<file path="src/assert_macros.svh">
// ---------------------------------------------------------------------------
// Assertion macros
// Concurrent assertion wrappers shared by the azimuth filter RTL.
// ---------------------------------------------------------------------------
`ifndef ASSERT_MACROS_SVH
`define ASSERT_MACROS_SVH

`ifndef SYNTHESIS
// checked only outside reset
`define LAWF_ASSERT(lbl, prop, msg) \
  lbl: assert property (@(posedge clk) disable iff (!rst_n) prop) \
    else $error(msg);
// checked at every edge, reset included
`define LAWF_ASSERT_ALWAYS(lbl, prop, msg) \
  lbl: assert property (@(posedge clk) prop) \
    else $error(msg);
`else
`define LAWF_ASSERT(lbl, prop, msg)
`define LAWF_ASSERT_ALWAYS(lbl, prop, msg)
`endif

`endif

</file>
<file path="src/lawf_pkg.sv">
// ---------------------------------------------------------------------------
// lawf_pkg
// Types, widths and constant tables of the lidar azimuth window filter.
// ---------------------------------------------------------------------------
package lawf_pkg;

  // input field widths
  localparam int COORD_W = 32;
  localparam int BYTE_W  = 8;
  localparam int TIME_W  = 32;
  localparam int IN_W    = 176;   // 22 bytes, no padding
  localparam int OUT_W   = 136;   // 133 bits padded to 17 bytes

  // configuration port
  localparam int AZ_W      = 17;
  localparam int CFG_IDX_W = 1;
  localparam logic [CFG_IDX_W-1:0] CFG_MIN_AZ = 1'b0;
  localparam logic [CFG_IDX_W-1:0] CFG_MAX_AZ = 1'b1;
  localparam logic signed [AZ_W-1:0] MIN_AZ_RST = -17'sd30720;
  localparam logic signed [AZ_W-1:0] MAX_AZ_RST = 17'sd30720;

  // CORDIC datapath
  localparam int CX_W = 36;   // x/y with gain and pre-rotation headroom
  localparam int CZ_W = 26;   // angle in 1/65536 degree
  localparam logic signed [CZ_W-1:0] Z_POS90  = 26'sd5898240;
  localparam logic signed [CZ_W-1:0] Z_NEG90  = -26'sd5898240;
  localparam logic signed [CZ_W-1:0] Z_ROUND  = 26'sd128;
  localparam logic signed [CZ_W-1:0] AZ_LIMIT = 26'sd46080;

  // curvature divider: 13 quotient bits, one per cell
  localparam int REM_W = 49;
  localparam int DEN_W = 36;
  localparam int QUO_W = 13;
  localparam logic [QUO_W-1:0] CURV_SAT = 13'd6554;

  // intensity: reflect/10000 by reciprocal, ceil(2^37/10000)
  localparam int FRAC_W   = 11;
  localparam int INT_W    = 24;
  localparam int RECIP_SH = 37;
  localparam logic [23:0] RECIP_10K  = 24'd13743896;
  localparam logic [23:0] INT_ROUND  = 24'd5000;
  localparam logic [FRAC_W-1:0] INT_FRAC_MAX = 11'd1671;

  // data handed from cell to cell
  typedef struct packed {
    logic signed [CX_W-1:0]    cx;
    logic signed [CX_W-1:0]    cy;
    logic signed [CZ_W-1:0]    cz;
    logic                      origin;
    logic [REM_W-1:0]          rem;
    logic [DEN_W-1:0]          den;
    logic [QUO_W-1:0]          quo;
    logic                      sat;
    logic [COORD_W-1:0]        x_mm;
    logic [COORD_W-1:0]        y_mm;
    logic [COORD_W-1:0]        z_mm;
    logic [FRAC_W-1:0]         frac;
    logic [BYTE_W-1:0]         line;
  } lawf_cell_t;

  // atan(2^-i) in 1/65536 degree, rounded
  function automatic logic signed [CZ_W-1:0] atan_q16(input int i);
    logic signed [CZ_W-1:0] v;
    case (i)
      0:  v = 26'sd2949120;
      1:  v = 26'sd1740967;
      2:  v = 26'sd919879;
      3:  v = 26'sd466945;
      4:  v = 26'sd234379;
      5:  v = 26'sd117304;
      6:  v = 26'sd58666;
      7:  v = 26'sd29335;
      8:  v = 26'sd14668;
      9:  v = 26'sd7334;
      10: v = 26'sd3667;
      11: v = 26'sd1833;
      12: v = 26'sd917;
      13: v = 26'sd458;
      14: v = 26'sd229;
      15: v = 26'sd115;
      16: v = 26'sd57;
      17: v = 26'sd29;
      18: v = 26'sd14;
      19: v = 26'sd7;
      20: v = 26'sd4;
      21: v = 26'sd2;
      22: v = 26'sd1;
      default: v = 26'sd0;
    endcase
    return v;
  endfunction

endpackage

</file>
<file path="src/lawf_prep.sv">
// ---------------------------------------------------------------------------
// lawf_prep
// Entry stage: quadrant pre-rotation, divider setup, intensity fraction.
// ---------------------------------------------------------------------------
module lawf_prep (
  input  logic                          clk,
  input  logic                          rst_n,
  input  logic                          up_valid,
  output logic                          up_ready,
  input  logic [lawf_pkg::IN_W-1:0]     up_data,
  output logic                          dn_valid,
  input  logic                          dn_ready,
  output lawf_pkg::lawf_cell_t          dn_data
);
  import lawf_pkg::*;

  logic                      valid_r;
  lawf_cell_t                data_r;
  lawf_cell_t                data_nxt;

  logic signed [COORD_W-1:0] x_s;
  logic signed [COORD_W-1:0] y_s;
  logic signed [CX_W-1:0]    x_e;
  logic signed [CX_W-1:0]    y_e;
  logic [BYTE_W-1:0]         refl;
  logic [TIME_W-1:0]         off;
  logic [TIME_W-1:0]         pend;
  logic [23:0]               int_num;
  logic [47:0]               int_prod;

  // field unpacking
  assign x_s  = $signed(up_data[31:0]);
  assign y_s  = $signed(up_data[63:32]);
  assign refl = up_data[103:96];
  assign off  = up_data[143:112];
  assign pend = up_data[175:144];
  assign x_e  = CX_W'(x_s);
  assign y_e  = CX_W'(y_s);

  // reflect*65536 + 5000, scaled by the reciprocal of 10000
  assign int_num  = {refl, 16'd0} + INT_ROUND;
  assign int_prod = 48'(int_num) * 48'(RECIP_10K);

  always_comb begin
    data_nxt        = '0;
    data_nxt.x_mm   = up_data[31:0];
    data_nxt.y_mm   = up_data[63:32];
    data_nxt.z_mm   = up_data[95:64];
    data_nxt.line   = up_data[111:104];
    data_nxt.frac   = int_prod[RECIP_SH +: FRAC_W];
    data_nxt.origin = (x_s == '0) && (y_s == '0);
    // turn left half plane points into the right half plane
    if (x_s[COORD_W-1] && !y_s[COORD_W-1]) begin
      data_nxt.cx = y_e;
      data_nxt.cy = -x_e;
      data_nxt.cz = Z_POS90;
    end else if (x_s[COORD_W-1]) begin
      data_nxt.cx = -y_e;
      data_nxt.cy = x_e;
      data_nxt.cz = Z_NEG90;
    end else begin
      data_nxt.cx = x_e;
      data_nxt.cy = y_e;
      data_nxt.cz = '0;
    end
    // divider: (off*65536 + 5*end) / (10*end)
    data_nxt.rem = REM_W'({off, 16'd0}) + REM_W'({pend, 2'b00}) + REM_W'(pend);
    data_nxt.den = DEN_W'({pend, 3'b000}) + DEN_W'({pend, 1'b0});
    data_nxt.quo = '0;
    data_nxt.sat = (pend == '0) || (off > pend);
  end

  assign up_ready = !valid_r || dn_ready;

  always_ff @(posedge clk) begin
    if (!rst_n) begin
      valid_r <= 1'b0;
    end else if (up_ready) begin
      valid_r <= up_valid;
    end
  end

  always_ff @(posedge clk) begin
    if (up_ready && up_valid) begin
      data_r <= data_nxt;
    end
  end

  assign dn_valid = valid_r;
  assign dn_data  = data_r;

endmodule

</file>
<file path="config.mk">
export PLATFORM = sky130hd
export DESIGN_NAME = lawf_prep
export DESIGN_NICKNAME = d
export VERILOG_FILES = /design/src/assert_macros.svh /design/src/lawf_pkg.sv /design/src/lawf_prep.sv
export SDC_FILE = /design/constraint.sdc
export NUM_CORES = 1
export LEC_CHECK = 0
export ABC_AREA = 1
export BUFFER_PORTS_ARGS = -buffer_cell sky130_fd_sc_hd__buf_4
export CAP_MARGIN = 10
export CORE_MARGIN = 2
export CORE_UTILIZATION = 56
export CTS_CLUSTER_DIAMETER = 100
export DETAILED_ROUTE_END_ITERATION = 10
export PLACE_DENSITY = 0.82
export SLEW_MARGIN = 10
export SYNTH_ARGS = -nofsm -noshare
export SYNTH_HDL_FRONTEND = slang
export SYNTH_SLANG_ARGS = --single-unit
</file>
<file path="constraint.sdc">
create_clock -name clk -period 25.2 [get_ports clk]
set_input_delay 5.04 -clock clk [delete_from_list [all_inputs] [get_ports clk]]
set_output_delay 5.04 -clock clk [all_outputs]
set_load 0.05 [all_outputs]
</file>
; ---- Yosys cells after proc, flatten, opt, wreduce, memory -nomap -nowiden
; Cells that the tools add are included.
; Widths: inputs -> output; s select.
[op_classes]
n_reduce_logical = 10
magnitude_cmp = 1
mul = 1
add_sub_neg = 6
muxes = 2
[ops]
columns = operator, n
row1 = $mux 98, 2
row2 = $logic_not 32->1, 3
row3 = $neg 32->36, 2
row4 = $add 48x34->49, 1
row5 = $add 49x32->49, 1
row6 = $mul 24x21->45 const B, 1
row7 = $add 35x33->36, 1
row8 = $gt 32x32->1, 1
row9 = $add 24x13->24 const B, 1
row10 = $logic_and 1x1->1, 3
row11 = $logic_not 1->1, 2
row12 = $logic_or 1x1->1, 2
[word_totals]
reg_bits = 301
wordCells = 33
input_bits = 180
output_inout_bits = 315

; ---- Logic depth before layout (Yosys ltp)
[logic_depth]
depth_word = 3
mapped_depth = 26

; ---- Least setup slack after synthesis
; OpenSTA, ideal clock, no wires.
[synth_path]
path_type = input to register
startpoint = input up_valid
endpoint = register data_r, in the netlist dn_data[0], enable pin
required_time_ps = 24206
arrival_ps = 18116
path_buffers = 0
setup_time_ps = 994
setup_slack_ps = 6089
cell_stages = 2
cell_sequence = inv_1 > a21oi_1
[synth_between]
elab_chain_len = 1
[synth_lines]
columns = element, line_no
row1 = "start, declared", lawf_prep.sv:8  ; input logic up_valid,
row2 = $logic_and 1x1->1, lawf_prep.sv:84  ; if (up_ready && up_valid) begin
row3 = "end signal, assigned", lawf_prep.sv:85  ; data_r <= data_nxt;
row4 = "end, declared", lawf_prep.sv:18  ; lawf_cell_t data_r;
; Every way passes these cells.
; A chain may end at the register's enable or synchronous reset.

; ---- Worst setup path after layout
[layout_path]
startpoint = input dn_ready
endpoint = output up_ready
[layout_between]
elab_chain_len = 1
[layout_lines]
columns = element, line_no
row1 = "start, declared", lawf_prep.sv:12  ; input logic dn_ready,
row2 = $logic_or 1x1->1, lawf_prep.sv:73  ; assign up_ready = !valid_r || dn_ready;
row3 = "end, declared", lawf_prep.sv:9  ; output logic up_ready,
; Every way passes these cells.

==> impl_metrics.tcl <==
set metrics [dict create \
    cts_sinks 273 \
    drive_gt1_share_pct 18.9 \
    ys_warn_count 0 \
    post_cts_resized 0 \
    crit_chain "buf_4 > inv_1 > nand2_1 > buf_4" \
    use_met2_pct 59.0 \
    antenna_found_initial 15 \
    cp.arrival_ns 5.55 \
    fillCellCount 3256 \
    synth.cell_area_mm2 0.0226 \
    rows 73 \
    maxSlewViolCount 0 \
    ys_seq_elements 273 \
    met3_usage_pct 4.98 \
    dr.pass1.iters 5 \
    grt_max_degree 195 \
    finalCriticalPeriod_ns 10.59 \
    synth_edf_count 272 \
    hold_path_class "flop to flop" \
    synthArstFlopShare_pct 0 \
    setup_viol 0 \
    core_mm2 0.0397 \
    drt-initial-drc-count 1930 \
    critPathBufInv 3 \
    cts_setup_buffers 0 \
    initial_core_util_pct 56.8 \
    relSlewSlack_pct 21.9 \
    clockRootBuffer "clkbuf_16" \
    cts_buffers 30 \
    cts_tree "built" \
    status "finished, final reports clean" \
    finalSetupTns_ns 0 \
    fmax_ghz 0.0944 \
    path_max_fanout 2 \
    multi_input_area_mm2 0.0122 \
    die_w_um 205 \
    drc 0 \
    die_h_um 205 \
    maxCapViolCount 0 \
    finalCritPeriodShare_pct 42.0 \
    wl_per_cell_um 20.0 \
    num_vias 20800 \
    synthCells 2747 \
    fin_worst_skew_ns 0.0132 \
    p_leak_nw 13.9 \
    nets 3707 \
    busiest_layer "met2" \
    worst_pin_slew_ns 1.17 \
    numPortBuffers 463 \
    cpPeakStageDelay_ns 0.21 \
    cpMostUsedCell "buf_4" \
    first_global_vias 20000 \
    cpLargestDelayFamily "buffers and inverters" \
    grt_pass1_wl_um 114000 \
    syn_to_final_growth_pct 21.9 \
    holdBufCountCts 0 \
    slowest_stage "buf_4" \
    cts.clk_slew.worst_paths_ns 0.06 \
    gp_congestion 1.01 \
    seq_area_frac_synth_pct 36.3 \
    required_ns 20.16 \
    detail-route-antenna-nets 0 \
    hold_violations 0 \
    cts_buffer_depth 3 \
    ys.flop_type "edfxtp_1" \
    io-pin-count 495 \
    layout_common_cells "nand2_1 (741), inv_1 (484), buf_4 (467)" \
    worstSetupPathType "input port to output port" \
    synthesis.area_per_instance_um2 8.22 \
    fin_hold_ws_ns 0.606 \
    final_common_cell "nand2_1" \
    crit_path_end_kind "output port" \
    gr-total-overflow 0 \
    post-dp-hpwl_um 62900 \
    synth_cell_type_count 45 \
    peakVddDrop_mv 0.100 \
    rsz0062_at_grt "false" \
    h-tree-depth 1 \
    grtUsageTotal_pct 35.6 \
    cp-start-kind "input port" \
    p_per_area_mw_per_mm2 78.6 \
    clk_latency_ns 0.60 \
    via_per_inst 5.50 \
    dieArea_mm2 0.0420 \
    gr-usage-met1_pct 46.9 \
    ff_latch_area_mm2 0.00819 \
    wirelength_um 75700 \
]
[final timing paths]
kind / start / to / slack [ns] / cells past startpoint
hold reg to reg: dn_valid$_SDFFE_PN0N_ / dn_valid$_SDFFE_PN0N_ / 0.61 / 2
setup reg to reg: dn_valid$_SDFFE_PN0N_ / dn_data[14]$_DFFE_PP_ / 23.32 / 2
hold / removal: dn_valid$_SDFFE_PN0N_ / dn_valid$_SDFFE_PN0N_ / 0.61 / 2
setup / recovery: dn_ready / up_ready / 14.61 / 4
[final cells by class]
cell class / instances / area share, %
Inverter: 503 / 6.86
Sequential cell: 273 / 29.7
Clock buffer: 36 / 2.85
Timing Repair Buffer: 468 / 12.8
Tap cell: 525 / 2.39
Multi-Input combinational cell: 1940 / 44.5
Clock inverter: 19 / 0.741
Antenna cell: 15 / 0.136
[registers in the layout, summed over array words and instances, names as in the netlist]
name,cells
dn_valid,1
dn_data,272
[metrics by stage]
| step | utilization, % | power, mW | setup WS [ns] | instance area [um2] | instances |
|---|---|---|---|---|---|
| final | 69.3 | 2.16 | 14.61 | 27500 | 3779 |
| after CTS | 69.2 | 2.16 | 14.60 | 27500 | 3764 |
| after global placement | 66.7 | 1.71 | 14.63 | 26500 | 3709 |
| after floorplan | - | 1.39 | 6.09 | 22700 | 2781 |
| after detailed placement | 66.7 | 1.72 | 14.61 | 26500 | 3709 |
| after global routing | 69.3 | 2.31 | 14.58 | 27500 | 3779 |
[where the power goes]
group | switching (mW) | internal [mW]
logic | 0.775 | 0.364
clock network | 0.191 | 0.246
registers | 0.0170 | 0.571
[logic make-up after synthesis]
family	synth area share, %
simple gates	24.0
compound gates	6.63
fa+ha+maj	19.6
flops	36.3
buf+inv	10.2
other cells	0.0166
xor+xnor	3.26
[tightest hold or removal path: cells and delay by family, from the launching register on]
kind | cells | cell delay [ns]
flip-flops | 1 | 0.35
AND/OR/NAND/NOR | 1 | 0.12
AO/OA/AOI/OAI | 1 | 0.09
[synth_stat cells (23+ instances only)]
master,number,area [um2]
nand2_1,741,2780
inv_1,484,1820
edfxtp_1,272,8170
ha_1,239,2990
nor2_1,206,773
nand3_1,138,691
a21oi_1,99,495
fa_1,72,1440
xor2_1,70,613
o21ai_0,69,345
nand4_1,44,275
buf_4,41,308
nor3_1,23,115
[layer usage]
layer	part of all wire (%)	vias to the layer above	wire (um)
li1	-	9825	-
met1	40	9763	30700
met2	48	1009	36200
met3	7.8	187	5870
met4	4.0	0	3020
met5	0	-	0
No activity file was read; power rests on OpenSTA's default activity.
