**src/assert_macros.svh**
```systemverilog
// ---------------------------------------------------------------------------
// Assertion macros
// Concurrent assertion wrappers shared by the azimuth filter RTL.
// ---------------------------------------------------------------------------
`ifndef ASSERT_MACROS_SVH
`define ASSERT_MACROS_SVH

`ifndef SYNTHESIS
// checked only outside reset
`define LAWF_ASSERT(lbl, prop, msg) \
  lbl: assert property (@(posedge clk) disable iff (!rst_n) prop) \
    else $error(msg);
// checked at every edge, reset included
`define LAWF_ASSERT_ALWAYS(lbl, prop, msg) \
  lbl: assert property (@(posedge clk) prop) \
    else $error(msg);
`else
`define LAWF_ASSERT(lbl, prop, msg)
`define LAWF_ASSERT_ALWAYS(lbl, prop, msg)
`endif

`endif

```
**src/lawf_pkg.sv**
```systemverilog
// ---------------------------------------------------------------------------
// lawf_pkg
// Types, widths and constant tables of the lidar azimuth window filter.
// ---------------------------------------------------------------------------
package lawf_pkg;

  // input field widths
  localparam int COORD_W = 32;
  localparam int BYTE_W  = 8;
  localparam int TIME_W  = 32;
  localparam int IN_W    = 176;   // 22 bytes, no padding
  localparam int OUT_W   = 136;   // 133 bits padded to 17 bytes

  // configuration port
  localparam int AZ_W      = 17;
  localparam int CFG_IDX_W = 1;
  localparam logic [CFG_IDX_W-1:0] CFG_MIN_AZ = 1'b0;
  localparam logic [CFG_IDX_W-1:0] CFG_MAX_AZ = 1'b1;
  localparam logic signed [AZ_W-1:0] MIN_AZ_RST = -17'sd30720;
  localparam logic signed [AZ_W-1:0] MAX_AZ_RST = 17'sd30720;

  // CORDIC datapath
  localparam int CX_W = 36;   // x/y with gain and pre-rotation headroom
  localparam int CZ_W = 26;   // angle in 1/65536 degree
  localparam logic signed [CZ_W-1:0] Z_POS90  = 26'sd5898240;
  localparam logic signed [CZ_W-1:0] Z_NEG90  = -26'sd5898240;
  localparam logic signed [CZ_W-1:0] Z_ROUND  = 26'sd128;
  localparam logic signed [CZ_W-1:0] AZ_LIMIT = 26'sd46080;

  // curvature divider: 13 quotient bits, one per cell
  localparam int REM_W = 49;
  localparam int DEN_W = 36;
  localparam int QUO_W = 13;
  localparam logic [QUO_W-1:0] CURV_SAT = 13'd6554;

  // intensity: reflect/10000 by reciprocal, ceil(2^37/10000)
  localparam int FRAC_W   = 11;
  localparam int INT_W    = 24;
  localparam int RECIP_SH = 37;
  localparam logic [23:0] RECIP_10K  = 24'd13743896;
  localparam logic [23:0] INT_ROUND  = 24'd5000;
  localparam logic [FRAC_W-1:0] INT_FRAC_MAX = 11'd1671;

  // data handed from cell to cell
  typedef struct packed {
    logic signed [CX_W-1:0]    cx;
    logic signed [CX_W-1:0]    cy;
    logic signed [CZ_W-1:0]    cz;
    logic                      origin;
    logic [REM_W-1:0]          rem;
    logic [DEN_W-1:0]          den;
    logic [QUO_W-1:0]          quo;
    logic                      sat;
    logic [COORD_W-1:0]        x_mm;
    logic [COORD_W-1:0]        y_mm;
    logic [COORD_W-1:0]        z_mm;
    logic [FRAC_W-1:0]         frac;
    logic [BYTE_W-1:0]         line;
  } lawf_cell_t;

  // atan(2^-i) in 1/65536 degree, rounded
  function automatic logic signed [CZ_W-1:0] atan_q16(input int i);
    logic signed [CZ_W-1:0] v;
    case (i)
      0:  v = 26'sd2949120;
      1:  v = 26'sd1740967;
      2:  v = 26'sd919879;
      3:  v = 26'sd466945;
      4:  v = 26'sd234379;
      5:  v = 26'sd117304;
      6:  v = 26'sd58666;
      7:  v = 26'sd29335;
      8:  v = 26'sd14668;
      9:  v = 26'sd7334;
      10: v = 26'sd3667;
      11: v = 26'sd1833;
      12: v = 26'sd917;
      13: v = 26'sd458;
      14: v = 26'sd229;
      15: v = 26'sd115;
      16: v = 26'sd57;
      17: v = 26'sd29;
      18: v = 26'sd14;
      19: v = 26'sd7;
      20: v = 26'sd4;
      21: v = 26'sd2;
      22: v = 26'sd1;
      default: v = 26'sd0;
    endcase
    return v;
  endfunction

endpackage

```
**src/lawf_cell.sv**
```systemverilog
// ---------------------------------------------------------------------------
// lawf_cell
// One chain cell: a CORDIC vectoring step if ROT_EN, one restoring divide step if DIV_EN.
// ---------------------------------------------------------------------------
module lawf_cell #(
  parameter int STAGE     = 0,
  parameter bit ROT_EN    = 1'b1,
  parameter bit DIV_EN    = 1'b1,
  parameter int DIV_SHIFT = 0
) (
  input  logic                  clk,
  input  logic                  rst_n,
  input  logic                  up_valid,
  output logic                  up_ready,
  input  lawf_pkg::lawf_cell_t  up_data,
  output logic                  dn_valid,
  input  logic                  dn_ready,
  output lawf_pkg::lawf_cell_t  dn_data
);
  import lawf_pkg::*;

  logic                   valid_r;
  lawf_cell_t             data_r;
  lawf_cell_t             data_nxt;

  logic signed [CX_W-1:0] cx;
  logic signed [CX_W-1:0] cy;
  logic signed [CX_W-1:0] cx_sh;
  logic signed [CX_W-1:0] cy_sh;
  logic [REM_W-1:0]       den_sh;
  logic                   den_fit;

  assign cx     = up_data.cx;
  assign cy     = up_data.cy;
  assign cx_sh  = cx >>> STAGE;
  assign cy_sh  = cy >>> STAGE;
  assign den_sh = REM_W'(up_data.den) << DIV_SHIFT;
  assign den_fit = (up_data.rem >= den_sh);

  always_comb begin
    data_nxt = up_data;
    // vectoring step: drive y toward zero
    if (ROT_EN) begin
      if (!cy[CX_W-1]) begin
        data_nxt.cx = cx + cy_sh;
        data_nxt.cy = cy - cx_sh;
        data_nxt.cz = up_data.cz + atan_q16(STAGE);
      end else begin
        data_nxt.cx = cx - cy_sh;
        data_nxt.cy = cy + cx_sh;
        data_nxt.cz = up_data.cz - atan_q16(STAGE);
      end
    end
    // one quotient bit, most significant first
    if (DIV_EN && den_fit) begin
      data_nxt.rem = up_data.rem - den_sh;
      data_nxt.quo = up_data.quo | (QUO_W'(1) << DIV_SHIFT);
    end
  end

  assign up_ready = !valid_r || dn_ready;

  always_ff @(posedge clk) begin
    if (!rst_n) begin
      valid_r <= 1'b0;
    end else if (up_ready) begin
      valid_r <= up_valid;
    end
  end

  always_ff @(posedge clk) begin
    if (up_ready && up_valid) begin
      data_r <= data_nxt;
    end
  end

  assign dn_valid = valid_r;
  assign dn_data  = data_r;

endmodule

```
**config.mk**
```make
export PLATFORM = sky130hd
export DESIGN_NAME = lawf_cell
export DESIGN_NICKNAME = d
export VERILOG_FILES = /design/src/assert_macros.svh /design/src/lawf_pkg.sv /design/src/lawf_cell.sv
export SDC_FILE = /design/constraint.sdc
export NUM_CORES = 1
export LEC_CHECK = 0
export ABC_AREA = 1
export CAP_MARGIN = 25
export CORE_AREA = 3 3 247 249
export CTS_BUF_LIST = sky130_fd_sc_hd__clkbuf_8
export CTS_CLUSTER_DIAMETER = 120
export DETAILED_ROUTE_END_ITERATION = 6
export DIE_AREA = 0 0 250 252
export DONT_BUFFER_PORTS = 1
export HOLD_SLACK_MARGIN = 0.03
export SLEW_MARGIN = 0
export SYNTH_ARGS = -nofsm -noshare
export SYNTH_HDL_FRONTEND = slang
export SYNTH_SLANG_ARGS = --single-unit
```
**constraint.sdc**
```tcl
create_clock -name clk -period 19.3 [get_ports clk]
set_input_delay 0.965 -clock clk [delete_from_list [all_inputs] [get_ports clk]]
set_output_delay 0.965 -clock clk [all_outputs]
set_load 0.01 [all_outputs]
```
# Word level (Yosys, flattened, before mapping)
# Cells that the tools add are included.
[classes] mux=2 n_lt_le_gt_ge=1 reduce_logical=3 n_addsub=6
[op_table] op="98-bit two-way mux" n=1
[op_table] op="36-bit subtractor" n=2
[op_table] op="49-bit by 36-bit >= comparator with 1-bit output" n=1
[op_table] op="49-bit two-way mux" n=1
[op_table] op="49-bit by 36-bit subtractor with 49-bit output" n=1
[op_table] op="36-bit adder" n=1
[op_table] op="26-bit by 23-bit adder with 26-bit output (second input constant)" n=1
[op_table] op="26-bit by 23-bit subtractor with 26-bit output (second input constant)" n=1
[op_table] op="1-bit logical AND" n=1
[op_table] op="1-bit logical NOT" n=1
[op_table] op="1-bit logical OR" n=1
[totals] regBits=314 input_bits=317

# Logic depth before layout (Yosys ltp)
[logic_depth] ltp_word=3 mapped_depth=18 mapped_depth_nobuf=17

# Worst setup path before layout
# No wires, ideal clock.
[synth_path] kind="in2reg" from="input up_valid" to="register data_r, in the netlist dn_data[0] (enable)" arrival_ns=15.951 cell_stages=2 path_buffers=0 setup_time_ns=1.089 slack_ns=2.260 path_cell_list="inv_1 > a21oi_1"
[synth_via] elab_chain_len=1
[synth_rtl] element="start: declaration" line="lawf_cell.sv:13" rtl="input logic up_valid,"
[synth_rtl] element="1-bit logical AND" line="lawf_cell.sv:72" rtl="if (up_ready && up_valid) begin"
[synth_rtl] element="end signal: assignment" line="lawf_cell.sv:73" rtl="data_r <= data_nxt;"
[synth_rtl] element="end: declaration" line="lawf_cell.sv:23" rtl="lawf_cell_t data_r;"
# Every way passes these cells.
# A chain may end at the register's enable or synchronous reset.

==> metrics.md <==
| Metric | Value |
|---|---|
| Synth top area cells | edfxtp_1 43%, nand2_1 15%, ha_1 8.8%, inv_1 7.8%, nand3_1 4.7% |
| Detail-routed net length per standard cell | ~25 um |
| Critical setup path kind | in -> reg |
| All-Layer GR Usage | 27.3% |
| GPL Wtd Cong | 1.13 |
| CTS H-Tree Depth | 2 |
| Tmin final | between 3 and 4 ns |
| Starting Density | ~37% |
| Mux contribution to synthesized area | 0% |
| Count of antenna-violating nets left after detailed routing | 0 |
| Vias | approximately 19k |
| CP arrival | between 3 and 4 ns |
| Proportion of layout cells with a drive suffix above 1 | under 10% |
| DRT Pass-1 Iters | 6 |
| Final design utilization | between 40% and 50% |
| Final hold violations | 0 |
| CP Launch Type | primary input |
| Post-Synth XOR/XNOR Area | between 2 and 2.5% |
| Remaining DRCs | 0 |
| Status | completed |
| Clk pin slew, worst setup/hold paths | approximately 0.06 ns |
| Largest family of logic cells by synthesized area | simple AND/OR/NAND/NOR gates |
| Post-Synth Adder-Cell Area | a little under a tenth |
| Cts repair resizes | 0 |
| VDD IR max | 0.0615 mV |
| Final setup fails | 0 |
| EDFF count, synth | about 310 |
| CP Capture Type | register |
| Num rows | 89 |
| Sequential share of the synthesized area | between 40% and 50% |
| Leakage Power | 11.0 nW |
| Crit-path slowest cell | inv_6 |
| Clock Skews | roughly 0.038 ns |
| Post-Synth Simple-Gate Area | a little over a quarter |
| Buffers plus inverters on the worst setup path | 4 |
| Post-route setup TNS | 0 ns |
| Layout Nets | around 3.3k |
| Final cell count without fillers | 3675 |
| Setup Fix Bufs, Post-CTS | 0 |
| GRT overflow | 0 |
| Netlist Area Pre-Place | around 22000 um^2 |
| Critical-path maximum fanout | between 40 and 50 |
| Die height | ~250 um |
| Most used cell, CP | nand2_1 |
| Clock Latency Late Sink | ~0.66 ns |
| Syn-to-layout area delta | 9.43% |
| Root Driver | clkbuf_8 |
| Upper clock frequency limit | approximately 330 MHz |
| WL final | 90100 um |
| I/O Buffers | 0 |
| DIE AREA | 63000 um^2 |
| Mean Syn Cell Area | approximately 7.7 um^2 |
| Initial antenna violation count | 29 |
| Slew margin rel. | 31.8% |
| Post-CTS Hold Fix Bufs | 0 |
| Worst hold path class | in -> reg |
| Compound-Gate Fraction of Synth Area | approximately 9.1% |
| Average vias per placed instance | 5.24 |
| Slew Limit Fails | 0 |
| Period utilisation layout | 15.8% |
| CTS tree | done |
| Critical path's largest stage delay | roughly 0.58 ns |
| Synth unique cells | 44 |
| Critical Path RT | ~20 ns |
| Number of global-route vias before repair | roughly 18k |
| RSZ-0062 raised after global routing | no |
| Delay-heaviest family, CP | simple AND/OR/NAND/NOR gates |
| First-pass GRT wire length | around 130000 um |
| Slew @ Worst Pin | between 1 and 1.5 ns |
| Chip width | 250 um |
| Async SR Flop Fraction | 0% |
| Power density over cell area | 85.1 nW/um^2 |
| # IOs | 632 |
| Synthesized net count | about 3.3k |
| Number of DRC markers in iteration 0 | approximately 1.7k |
| Max-cap violations | 0 |
| Crit-path cells | inv_1 > ha_1 > inv_1 > o21ai_0 > a21oi_1 > nand2_1 > nor2_1 > nand2_1 > inv_1 > nand3_4 > inv_6 > nand2_1 > nand2_1 |
| Post-placement cell count | about 3.5k |
| Warnings from Yosys | 0 |
| Largest net degree at the start of global routing | 186 |
| Biggest area consumer among synthesized cells | edfxtp_1 |
| DP HPWL | between 70000 and 80000 um |
| Top-area cell type share of the netlist area | between 40% and 50% |
| Num CTS Buffers | 56 |
| Core area | approximately 59000 um^2 |
| TritonCTS Sinks | between 300 and 400 |
| Ys flop type | edfxtp_1 |
| Register bit total from synthesis | about 310 |
| Gate count of the mapped netlist | 2823 |
| Clk buf depth | 3 |
==> per-stage QoR <==
| stage | total power, mW | setup WS, ns | hold WS, ns | cell area [um^2] |
|---|---|---|---|---|
| floorplan | 1.19 | 2.26 | 0.595 | 21800 |
| global placement | 1.31 | 15.72 | 0.728 | 22500 |
| detailed placement | 1.31 | 15.62 | 0.728 | 22500 |
| CTS | 2.04 | 16.32 | 0.314 | 23800 |
| global route | 2.13 | 16.06 | 0.334 | 23800 |
| finish | 2.03 | 16.25 | 0.388 | 23800 |
==> layout make-up <==
class | instances | area (um^2)
tap | 773 | 967
timing repair buffer | 4 | 42.5
clock inverter | 50 | 524
multi-input combinational | 2001 | 10400
clock buffer | 56 | 771
antenna | 23 | 57.6
sequential | 313 | 9390
fill | 6053 | 35100
inverter | 455 | 1710
==> flip-flops by register name (all words and copies together), names as in the netlist <==
register	count
dn_data	312
dn_valid	1
==> synthesized netlist by cell type, types with 11 or more instances <==
| library cell | instances |
|---|---|
| nor3_1 | 22 |
| ha_1 | 153 |
| nor2_1 | 243 |
| o21ai_0 | 113 |
| edfxtp_1 | 312 |
| a21oi_2 | 11 |
| nand2_1 | 888 |
| o21bai_1 | 18 |
| a21oi_1 | 166 |
| nand4_1 | 27 |
| inv_1 | 451 |
| buf_4 | 11 |
| nand3_1 | 205 |
| buf_2 | 25 |
| xor2_1 | 53 |
==> metal layers <==
layer | track usage (%) | up-vias | part of all wire, %
li1 | - | 9191 | -
met1 | 32.8 | 8973 | 39
met2 | 44.4 | 924 | 46
met3 | 8.99 | 147 | 10
met4 | 12.8 | 8 | 4.9
met5 | 0 | - | 0.064
==> logic make-up after synthesis <==
kind of cell    after synthesis
xor+xnor                     58
flops                       313
buf+inv                     509
compound gates              360
simple gates               1425
fa+ha+maj                   158
==> worst register-to-register path: stages (launching register included) <==
cell and delay (ns):
dfxtp_1 0.39, a21oi_4 0.17, buf_4 0.68, buf_12 0.77
==> worst paths after layout <==
path | end | cells after the start | start | slack [ns]
worst max register to register | dn_data[275] | 3 | dn_valid | 16.68
worst min register to register | dn_valid | 2 | dn_valid | 0.77
worst max-delay path | dn_data[194] | 13 | up_data[163] | 16.25
worst min-delay path | dn_data[89] | 0 | up_data[89] | 0.39
==> report_power, final <==
group	internal (mW)	total (mW)	switching, mW
combinational	0.120	0.402	0.282
sequential	0.828	0.903	0.0751
clock	0.413	0.723	0.310
==> placed cells by master, fill, tap and decap left out, types with 18 or more instances in the layout <==
master and count:
a21oi_1 165, clkbuf_8 56, diode_2 23, edfxtp_1 312, ha_1 153, inv_1 459
nand2_1 888, nand3_1 205, nand4_1 27, nor2_1 243, nor3_1 22, o21ai_0 113
o21bai_1 18, xor2_1 53
Note: power is estimated with default switching activity, not from simulation.
