--- src/assert_macros.svh ---
// ---------------------------------------------------------------------------
// Assertion macros
// Concurrent assertion wrappers shared by the azimuth filter RTL.
// ---------------------------------------------------------------------------
`ifndef ASSERT_MACROS_SVH
`define ASSERT_MACROS_SVH

`ifndef SYNTHESIS
// checked only outside reset
`define LAWF_ASSERT(lbl, prop, msg) \
  lbl: assert property (@(posedge clk) disable iff (!rst_n) prop) \
    else $error(msg);
// checked at every edge, reset included
`define LAWF_ASSERT_ALWAYS(lbl, prop, msg) \
  lbl: assert property (@(posedge clk) prop) \
    else $error(msg);
`else
`define LAWF_ASSERT(lbl, prop, msg)
`define LAWF_ASSERT_ALWAYS(lbl, prop, msg)
`endif

`endif

--- src/lawf_pkg.sv ---
// ---------------------------------------------------------------------------
// lawf_pkg
// Types, widths and constant tables of the lidar azimuth window filter.
// ---------------------------------------------------------------------------
package lawf_pkg;

  // input field widths
  localparam int COORD_W = 32;
  localparam int BYTE_W  = 8;
  localparam int TIME_W  = 32;
  localparam int IN_W    = 176;   // 22 bytes, no padding
  localparam int OUT_W   = 136;   // 133 bits padded to 17 bytes

  // configuration port
  localparam int AZ_W      = 17;
  localparam int CFG_IDX_W = 1;
  localparam logic [CFG_IDX_W-1:0] CFG_MIN_AZ = 1'b0;
  localparam logic [CFG_IDX_W-1:0] CFG_MAX_AZ = 1'b1;
  localparam logic signed [AZ_W-1:0] MIN_AZ_RST = -17'sd30720;
  localparam logic signed [AZ_W-1:0] MAX_AZ_RST = 17'sd30720;

  // CORDIC datapath
  localparam int CX_W = 36;   // x/y with gain and pre-rotation headroom
  localparam int CZ_W = 26;   // angle in 1/65536 degree
  localparam logic signed [CZ_W-1:0] Z_POS90  = 26'sd5898240;
  localparam logic signed [CZ_W-1:0] Z_NEG90  = -26'sd5898240;
  localparam logic signed [CZ_W-1:0] Z_ROUND  = 26'sd128;
  localparam logic signed [CZ_W-1:0] AZ_LIMIT = 26'sd46080;

  // curvature divider: 13 quotient bits, one per cell
  localparam int REM_W = 49;
  localparam int DEN_W = 36;
  localparam int QUO_W = 13;
  localparam logic [QUO_W-1:0] CURV_SAT = 13'd6554;

  // intensity: reflect/10000 by reciprocal, ceil(2^37/10000)
  localparam int FRAC_W   = 11;
  localparam int INT_W    = 24;
  localparam int RECIP_SH = 37;
  localparam logic [23:0] RECIP_10K  = 24'd13743896;
  localparam logic [23:0] INT_ROUND  = 24'd5000;
  localparam logic [FRAC_W-1:0] INT_FRAC_MAX = 11'd1671;

  // data handed from cell to cell
  typedef struct packed {
    logic signed [CX_W-1:0]    cx;
    logic signed [CX_W-1:0]    cy;
    logic signed [CZ_W-1:0]    cz;
    logic                      origin;
    logic [REM_W-1:0]          rem;
    logic [DEN_W-1:0]          den;
    logic [QUO_W-1:0]          quo;
    logic                      sat;
    logic [COORD_W-1:0]        x_mm;
    logic [COORD_W-1:0]        y_mm;
    logic [COORD_W-1:0]        z_mm;
    logic [FRAC_W-1:0]         frac;
    logic [BYTE_W-1:0]         line;
  } lawf_cell_t;

  // atan(2^-i) in 1/65536 degree, rounded
  function automatic logic signed [CZ_W-1:0] atan_q16(input int i);
    logic signed [CZ_W-1:0] v;
    case (i)
      0:  v = 26'sd2949120;
      1:  v = 26'sd1740967;
      2:  v = 26'sd919879;
      3:  v = 26'sd466945;
      4:  v = 26'sd234379;
      5:  v = 26'sd117304;
      6:  v = 26'sd58666;
      7:  v = 26'sd29335;
      8:  v = 26'sd14668;
      9:  v = 26'sd7334;
      10: v = 26'sd3667;
      11: v = 26'sd1833;
      12: v = 26'sd917;
      13: v = 26'sd458;
      14: v = 26'sd229;
      15: v = 26'sd115;
      16: v = 26'sd57;
      17: v = 26'sd29;
      18: v = 26'sd14;
      19: v = 26'sd7;
      20: v = 26'sd4;
      21: v = 26'sd2;
      22: v = 26'sd1;
      default: v = 26'sd0;
    endcase
    return v;
  endfunction

endpackage

--- src/lawf_out.sv ---
// ---------------------------------------------------------------------------
// lawf_out
// Final stage: azimuth rounding and clamp, window test, result register.
// ---------------------------------------------------------------------------
module lawf_out (
  input  logic                          clk,
  input  logic                          rst_n,
  input  logic signed [lawf_pkg::AZ_W-1:0] min_az,
  input  logic signed [lawf_pkg::AZ_W-1:0] max_az,
  input  logic                          up_valid,
  output logic                          up_ready,
  input  lawf_pkg::lawf_cell_t          up_data,
  output logic                          out_valid,
  input  logic                          out_ready,
  output logic [lawf_pkg::OUT_W-1:0]    out_data
);
  import lawf_pkg::*;

  logic                     valid_r;
  logic [COORD_W-1:0]       x_r;
  logic [COORD_W-1:0]       y_r;
  logic [COORD_W-1:0]       z_r;
  logic [INT_W-1:0]         inten_r;
  logic [QUO_W-1:0]         curv_r;

  logic signed [CZ_W-1:0]   z_rnd;
  logic signed [AZ_W-1:0]   az;
  logic                     keep;

  // round half up to 1/256 degree, clamp to +-180 degrees
  assign z_rnd = (up_data.cz + Z_ROUND) >>> 8;

  always_comb begin
    if (up_data.origin) begin
      az = '0;
    end else if (z_rnd > AZ_LIMIT) begin
      az = AZ_W'(AZ_LIMIT);
    end else if (z_rnd < -AZ_LIMIT) begin
      az = AZ_W'(-AZ_LIMIT);
    end else begin
      az = AZ_W'(z_rnd);
    end
  end

  assign keep     = (az >= min_az) && (az <= max_az);
  assign up_ready = !valid_r || out_ready;

  always_ff @(posedge clk) begin
    if (!rst_n) begin
      valid_r <= 1'b0;
    end else if (up_ready) begin
      valid_r <= up_valid && keep;
    end
  end

  // result payload
  always_ff @(posedge clk) begin
    if (up_ready && up_valid) begin
      x_r     <= up_data.x_mm;
      y_r     <= up_data.y_mm;
      z_r     <= up_data.z_mm;
      inten_r <= {up_data.line, (16 - FRAC_W)'(0), up_data.frac};
      curv_r  <= up_data.sat ? CURV_SAT : up_data.quo;
    end
  end

  assign out_valid = valid_r;
  assign out_data  = {3'b000, curv_r, inten_r, z_r, y_r, x_r};

endmodule

--- config.mk ---
export PLATFORM = sky130hd
export DESIGN_NAME = lawf_out
export DESIGN_NICKNAME = d
export VERILOG_FILES = /design/src/assert_macros.svh /design/src/lawf_pkg.sv /design/src/lawf_out.sv
export SDC_FILE = /design/constraint.sdc
export NUM_CORES = 1
export LEC_CHECK = 0
export BUFFER_PORTS_ARGS = -buffer_cell sky130_fd_sc_hd__buf_2
export CAP_MARGIN = 0
export CORE_AREA = 2 2 188 190
export CTS_CLUSTER_DIAMETER = 100
export CTS_CLUSTER_SIZE = 24
export DETAILED_ROUTE_END_ITERATION = 6
export DIE_AREA = 0 0 190 192
export SYNTH_ARGS = -nofsm -noshare
export SYNTH_HDL_FRONTEND = slang
export SYNTH_SLANG_ARGS = --single-unit
--- constraint.sdc ---
create_clock -name clk -period 5.9 [get_ports clk]
set_input_delay 0.885 -clock clk [delete_from_list [all_inputs] [get_ports clk]]
set_output_delay 0.885 -clock clk [all_outputs]
set_load 0.05 [all_outputs]
== Word level (Yosys, flattened, before mapping) ==
Cells that the tools add are included.
W data, S select, Z words.

* Bits in registers: 129
* Output and inout port bits: 138
* Latch bits: 0
* Input bits: 351
* Bits in writable memories: 0
* Bits in read-only memories: 0
* Memories: 0

* Shift operators: 0
* Equality and inequality tests: 0
* Multiplexer cells: 3
* Reductions and logical operators: 5
* $lt $le $gt $ge: 4
* Bitwise gates (word level): 0
* Add/subtract/negate cells: 1
* Div/mod/pow operators: 0
* Multiply operators: 0

{| class="wikitable"
|+ Operator list
! operator !! count
|-
| $mux W17 || 3
|-
| $add A26 B9 Y26 const B || 1
|-
| $gt A18 B17 Y1 const B || 1
|-
| $lt A18 B17 Y1 const B || 1
|-
| $ge A17 B17 Y1 || 1
|-
| $le A17 B17 Y1 || 1
|-
| $logic_and A1 B1 Y1 || 3
|-
| $logic_not A1 Y1 || 1
|-
| $logic_or A1 B1 Y1 || 1
|}

== Longest topological paths before layout ==
* Depth in word-level cells: 8
* Gate-level depth with buffers: 18

== Worst setup path after synthesis ==
No wires, ideal clock.

* Kind: input to register
* From: input port out_ready
* To: register curv_r[0] (enable)
* Buffers on the path: 0
* Arrival time: 4.364 ns
* Cell stages on the path: 2
* Setup slack: 1.034 ns
* Library setup time: 0.502 ns
* Cell sequence: nand2b_1 and2_1

* Longest elaborated chain between the ends: 2

{| class="wikitable"
|+ RTL lines
! item !! line !! text
|-
| from (decl) || lawf_out.sv:14 || <nowiki>input logic out_ready,</nowiki>
|-
| $logic_or A1 B1 Y1 || lawf_out.sv:46 || <nowiki>assign up_ready = !valid_r || out_ready;</nowiki>
|-
| $logic_and A1 B1 Y1 || lawf_out.sv:58 || <nowiki>if (up_ready && up_valid) begin</nowiki>
|-
| to (signal assigned) || lawf_out.sv:63 || <nowiki>curv_r <= up_data.sat ? CURV_SAT : up_data.quo;</nowiki>
|-
| to (decl) || lawf_out.sv:24 || <nowiki>logic [QUO_W-1:0] curv_r;</nowiki>
|}

No other way between the ends.
A chain may end at the register's enable or synchronous reset.

== Worst setup path after layout ==
* From: input port up_data[222] in the netlist's numbering
* To: register valid_r, in the netlist out_valid

* Longest elaborated chain between the ends: 8
* Elaborated cells between the ends (all ways): 10
* Those cells by class: add/sub: 1; order compare: 4; mux: 3; reduce/logical: 2

{| class="wikitable"
|+ RTL lines
! item !! line !! text
|-
| from (decl) || lawf_out.sv:12 || <nowiki>input lawf_pkg::lawf_cell_t up_data,</nowiki>
|-
| $add A26 B9 Y26 * || lawf_out.sv:31 || <nowiki>assign z_rnd = (up_data.cz + Z_ROUND) >>> 8;</nowiki>
|-
| $lt A18 B17 Y1 || lawf_out.sv:38 || <nowiki>end else if (z_rnd < -AZ_LIMIT) begin</nowiki>
|-
| $mux W17 || lawf_out.sv:38 ||
|-
| $mux W17 * || lawf_out.sv:36 || <nowiki>end else if (z_rnd > AZ_LIMIT) begin</nowiki>
|-
| $mux W17 * || lawf_out.sv:34 || <nowiki>if (up_data.origin) begin</nowiki>
|-
| $ge A17 B17 Y1 or $le A17 B17 Y1 (tied branches) || lawf_out.sv:45 || <nowiki>assign keep = (az >= min_az) && (az <= max_az);</nowiki>
|-
| $logic_and A1 B1 Y1 * || lawf_out.sv:45 ||
|-
| $logic_and A1 B1 Y1 * || lawf_out.sv:52 || <nowiki>valid_r <= up_valid && keep;</nowiki>
|-
| to (signal assigned) || lawf_out.sv:52 ||
|-
| to (decl) || lawf_out.sv:19 || <nowiki>logic valid_r;</nowiki>
|}

Mark *: on every way between the ends. The rest lies on a longest branch, timed or not.

==> results summary <==
The routed wirelength normalized by instance count came out at between 15 and 20 um. The number of vias per cell is between 3 and 4. The data required time of the critical path came out at slightly above 6 ns.

The number of buffer and inverter stages on the critical path came out at 1. Leaving out fill and tap cells, the most frequent cell in the layout is sky130_fd_sc_hd__buf_2. In this run, placement finished with an instance count of 1163. The max-capacitance violation count came out at 0. The area of the mapped netlist came out at 0.00584 mm2.

The count of standard-cell rows came out at 68. For this design the ratio of total power to cell area is between 300 and 400 mW/mm2. The clock transition at the registers of the reported paths is 0.07 ns. The total power consumption of the routed design came out at 2.59 mW.

The deepest clock path buffer count came out at 2. The Yosys step of the flow raised 0 warnings. The initial antenna violation count was 28. The number of enable-type register cells in the synthesized netlist is about 130. The finished cells cover 0.00848 mm2. The die boundary height is 192 um.

Buffers inserted to repair hold after CTS numbered 0. The net count reported at finish is approximately 1100. The horizontal die dimension is about 190 um.

The global placement routability congestion came out at between 0.7 and 0.8. The number of distinct library cell variants in the gate-level netlist after synthesis is 54. The core occupancy in the finished layout is 0.247. The worst slew slack as a fraction of its limit is 0.526. The final hold slack is around 0.64 ns.

In the synthesized netlist, the number of instances is 406. The iteration count of the initial detailed-routing pass is 4. For this run, the leading register cell type out of synthesis is sky130_fd_sc_hd__edfxtp_1. The worst supply voltage drop on vdd came out at 0.000179 V. The async set or reset register ratio after synthesis came out at 0. The maximum fanout along the worst path is 10. The share of the Yosys chip area taken by registers is 0.662. The number of design rule violations left after detail routing came out at 0.

The depth of the CTS H-tree is 4. The flow ran to the end, and the final reports show no timing, DRC or antenna violations. The number of gates given a new drive strength after cts is 0. Setup repair after global routing left no endpoint under its margin. The clock buffer count from CTS came out at 17. The placement-stage cell area is 0.00786 mm2.

The count of state elements after synthesis is between 100 and 150. For this run, the slowest stage of the critical path takes 0.52 ns. The shortest clock period the worst path allows after layout came out at roughly 4.6 ns.

The worst setup path is launched from an input pin. The global-route wire length before repair is roughly 30000 um. The I/O pin total is 489. The die covers 0.0365 mm2. The number of buffer cells added on primary ports came out at 316. After legalization and detailed placement, the total HPWL measured 20300 um. The ratio of final minimum period to clock period is 0.782. The area added between synthesis and finish is 45.2%. For this run, the number of standard cells in the final layout without fillers is 1207. For the pin with the worst max-slew slack, the measured transition is 0.711 ns. Across every metal layer, demand over resource in global routing totals 0.122. Adding up every negative setup slack in the final design gives 0 ns. Tracing the worst setup path back leads to its startpoint at up_data[222]. The number of global-route vias before repair came out at 4430. The mean cell area of the mapped netlist is around 14 um2. The final number of hold-violating endpoints was 0.

Summed over all cells, the static leakage comes to around 3.7 nW. The worst hold path startpoint is up_data[100]. The count of fill cells added during filler insertion came out at approximately 3700. In the layout the commonest cells are sky130_fd_sc_hd__buf_2, sky130_fd_sc_hd__edfxtp_1, sky130_fd_sc_hd__inv_1.

The setup slack of the critical path after layout is approximately 1.3 ns. The critical path arrival is approximately 5 ns. Walking the worst path, the cells encountered are buf_2 -> ha_1 -> and3_1 -> xnor2_1 -> a41oi_1 -> nor4b_1 -> nand4_1 -> or4_4 -> a31oi_1 -> ha_1 -> a21o_1 -> a21o_1 -> a21oi_1 -> nor2_1 -> o31ai_1 -> a31oi_1 -> o32ai_1.

The area of the core region came out at 0.0343 mm2. The number of DRC violations after detailed-routing iteration 0 came out at approximately 180. The pre-CTS worst setup slack is 0.836 ns. The worst setup path is of the in2reg kind. Once the clock tree was built, the setup fixing pass inserted 0 buffers. The clock skew came out at between 0.01 and 0.015 ns. CTS placed an instance of sky130_fd_sc_hd__clkbuf_16 at the clock tree root. The type of destination of the critical path is a register.

The via count came out at 4534. The startpoint identified for the worst register-to-register timing path is out_valid. The clock drives 129 sinks. The achievable clock frequency is ~220 MHz. The max-slew violation count came out at 0. At the later pin of the worst-skew pair, clock insertion delay measures 0.42 ns. The starting utilization of the core area is 0.170. Wires add up to 23400 um. After global routing the overflow that remains totals 0. The post-route antenna net violation count is 0. The final setup violation count is 0. In this run the worst hold path is classified as in2reg.

The standard cell with the maximum stage delay on the critical path is sky130_fd_sc_hd__or4_4. The ratio of cells with drive above 1 in the final layout came out at 0.500. The CTS tree is done.

The gate family responsible for the most delay along the worst path is compound AO/OA/AOI/OAI gates. The maximum number of pins on one net before global-route repair came out at 52.
## state kept, by name, summed over array words and instances, names as in the netlist
signal,flops
x_r,32
y_r,32
z_r,32
inten_r,19
curv_r,13
out_valid,1
## synth_stat cells (4+ instances only)
cell type | count | share of area
sky130_fd_sc_hd__edfxtp_1 | 128 | 0.66
sky130_fd_sc_hd__inv_1 | 38 | 0.024
sky130_fd_sc_hd__ha_1 | 35 | 0.075
sky130_fd_sc_hd__a21oi_1 | 14 | 0.012
sky130_fd_sc_hd__buf_4 | 13 | 0.017
sky130_fd_sc_hd__nand2_1 | 13 | 0.0084
sky130_fd_sc_hd__a31oi_1 | 11 | 0.012
sky130_fd_sc_hd__xnor2_1 | 11 | 0.017
sky130_fd_sc_hd__nand4_1 | 10 | 0.011
sky130_fd_sc_hd__nor2_1 | 10 | 0.0064
sky130_fd_sc_hd__nor2b_1 | 10 | 0.011
sky130_fd_sc_hd__xor2_1 | 10 | 0.015
sky130_fd_sc_hd__nand3_1 | 8 | 0.0069
sky130_fd_sc_hd__or2_2 | 8 | 0.0086
sky130_fd_sc_hd__a21o_1 | 7 | 0.0090
sky130_fd_sc_hd__o21ai_0 | 7 | 0.0060
sky130_fd_sc_hd__nand2b_1 | 5 | 0.0054
sky130_fd_sc_hd__nor3_1 | 5 | 0.0043
sky130_fd_sc_hd__o22ai_1 | 5 | 0.0054
sky130_fd_sc_hd__buf_6 | 4 | 0.0077
sky130_fd_sc_hd__nor4_1 | 4 | 0.0043
sky130_fd_sc_hd__nor4_2 | 4 | 0.0086
## power by group
group | internal (mW) | leakage (nW) | switching (mW)
clock | 0.629 | 0.279 | 0.412
combinational | 0.119 | 2.14 | 0.341
sequential | 1.08 | 1.25 | 0.0143
total | 1.82 | 3.67 | 0.767
## logic make-up after synthesis
group / Yosys count / synth area share
AO/OA/AOI/OAI: 62 / 0.0688
XOR/XNOR: 22 / 0.0343
adder cells (fa/ha/maj): 35 / 0.0750
buffers and inverters: 61 / 0.0534
flip-flops: 129 / 0.662
multiplexers: 1 / 0.00171
other: 1 / 0.000642
AND/OR/NAND/NOR: 95 / 0.104
## per-layer routing
layer  routed length (um)  track usage  vias up
li1                     -            -     2160
met2                13000        0.232      244
met5                   13            0        -
met1                 8190        0.122     2092
met4                  392       0.0510        2
met3                 1820       0.0382       36
## cell type report
cell class	instances	area (um2)	area share
clock inverter	14	156	0.0184
multi-input combinational	223	1690	0.199
timing repair buffer	318	1600	0.188
clock buffer	18	429	0.0506
tap	455	569	0.0671
antenna	12	30.0	0.00354
inverter	38	143	0.0168
sequential	129	3860	0.456
## path summary, 6_finish.rpt
| check | end | slack, ns | cells past startpoint |
|---|---|---|---|
| worst max-delay path | out_valid | 1.29 | 17 |
| worst min-delay path | x_r[17] | 0.64 | 1 |
| worst max register to register | curv_r[0] | 3.67 | 3 |
| worst min register to register | out_valid | 0.80 | 2 |
## worst register-to-register path, cell delays in order (launching register included)
cell,delay (ns)
sky130_fd_sc_hd__dfxtp_1,0.33
sky130_fd_sc_hd__nand2b_1,0.25
sky130_fd_sc_hd__and2_4,0.67
sky130_fd_sc_hd__buf_4,0.61
No activity file was read; power rests on OpenSTA's default activity.
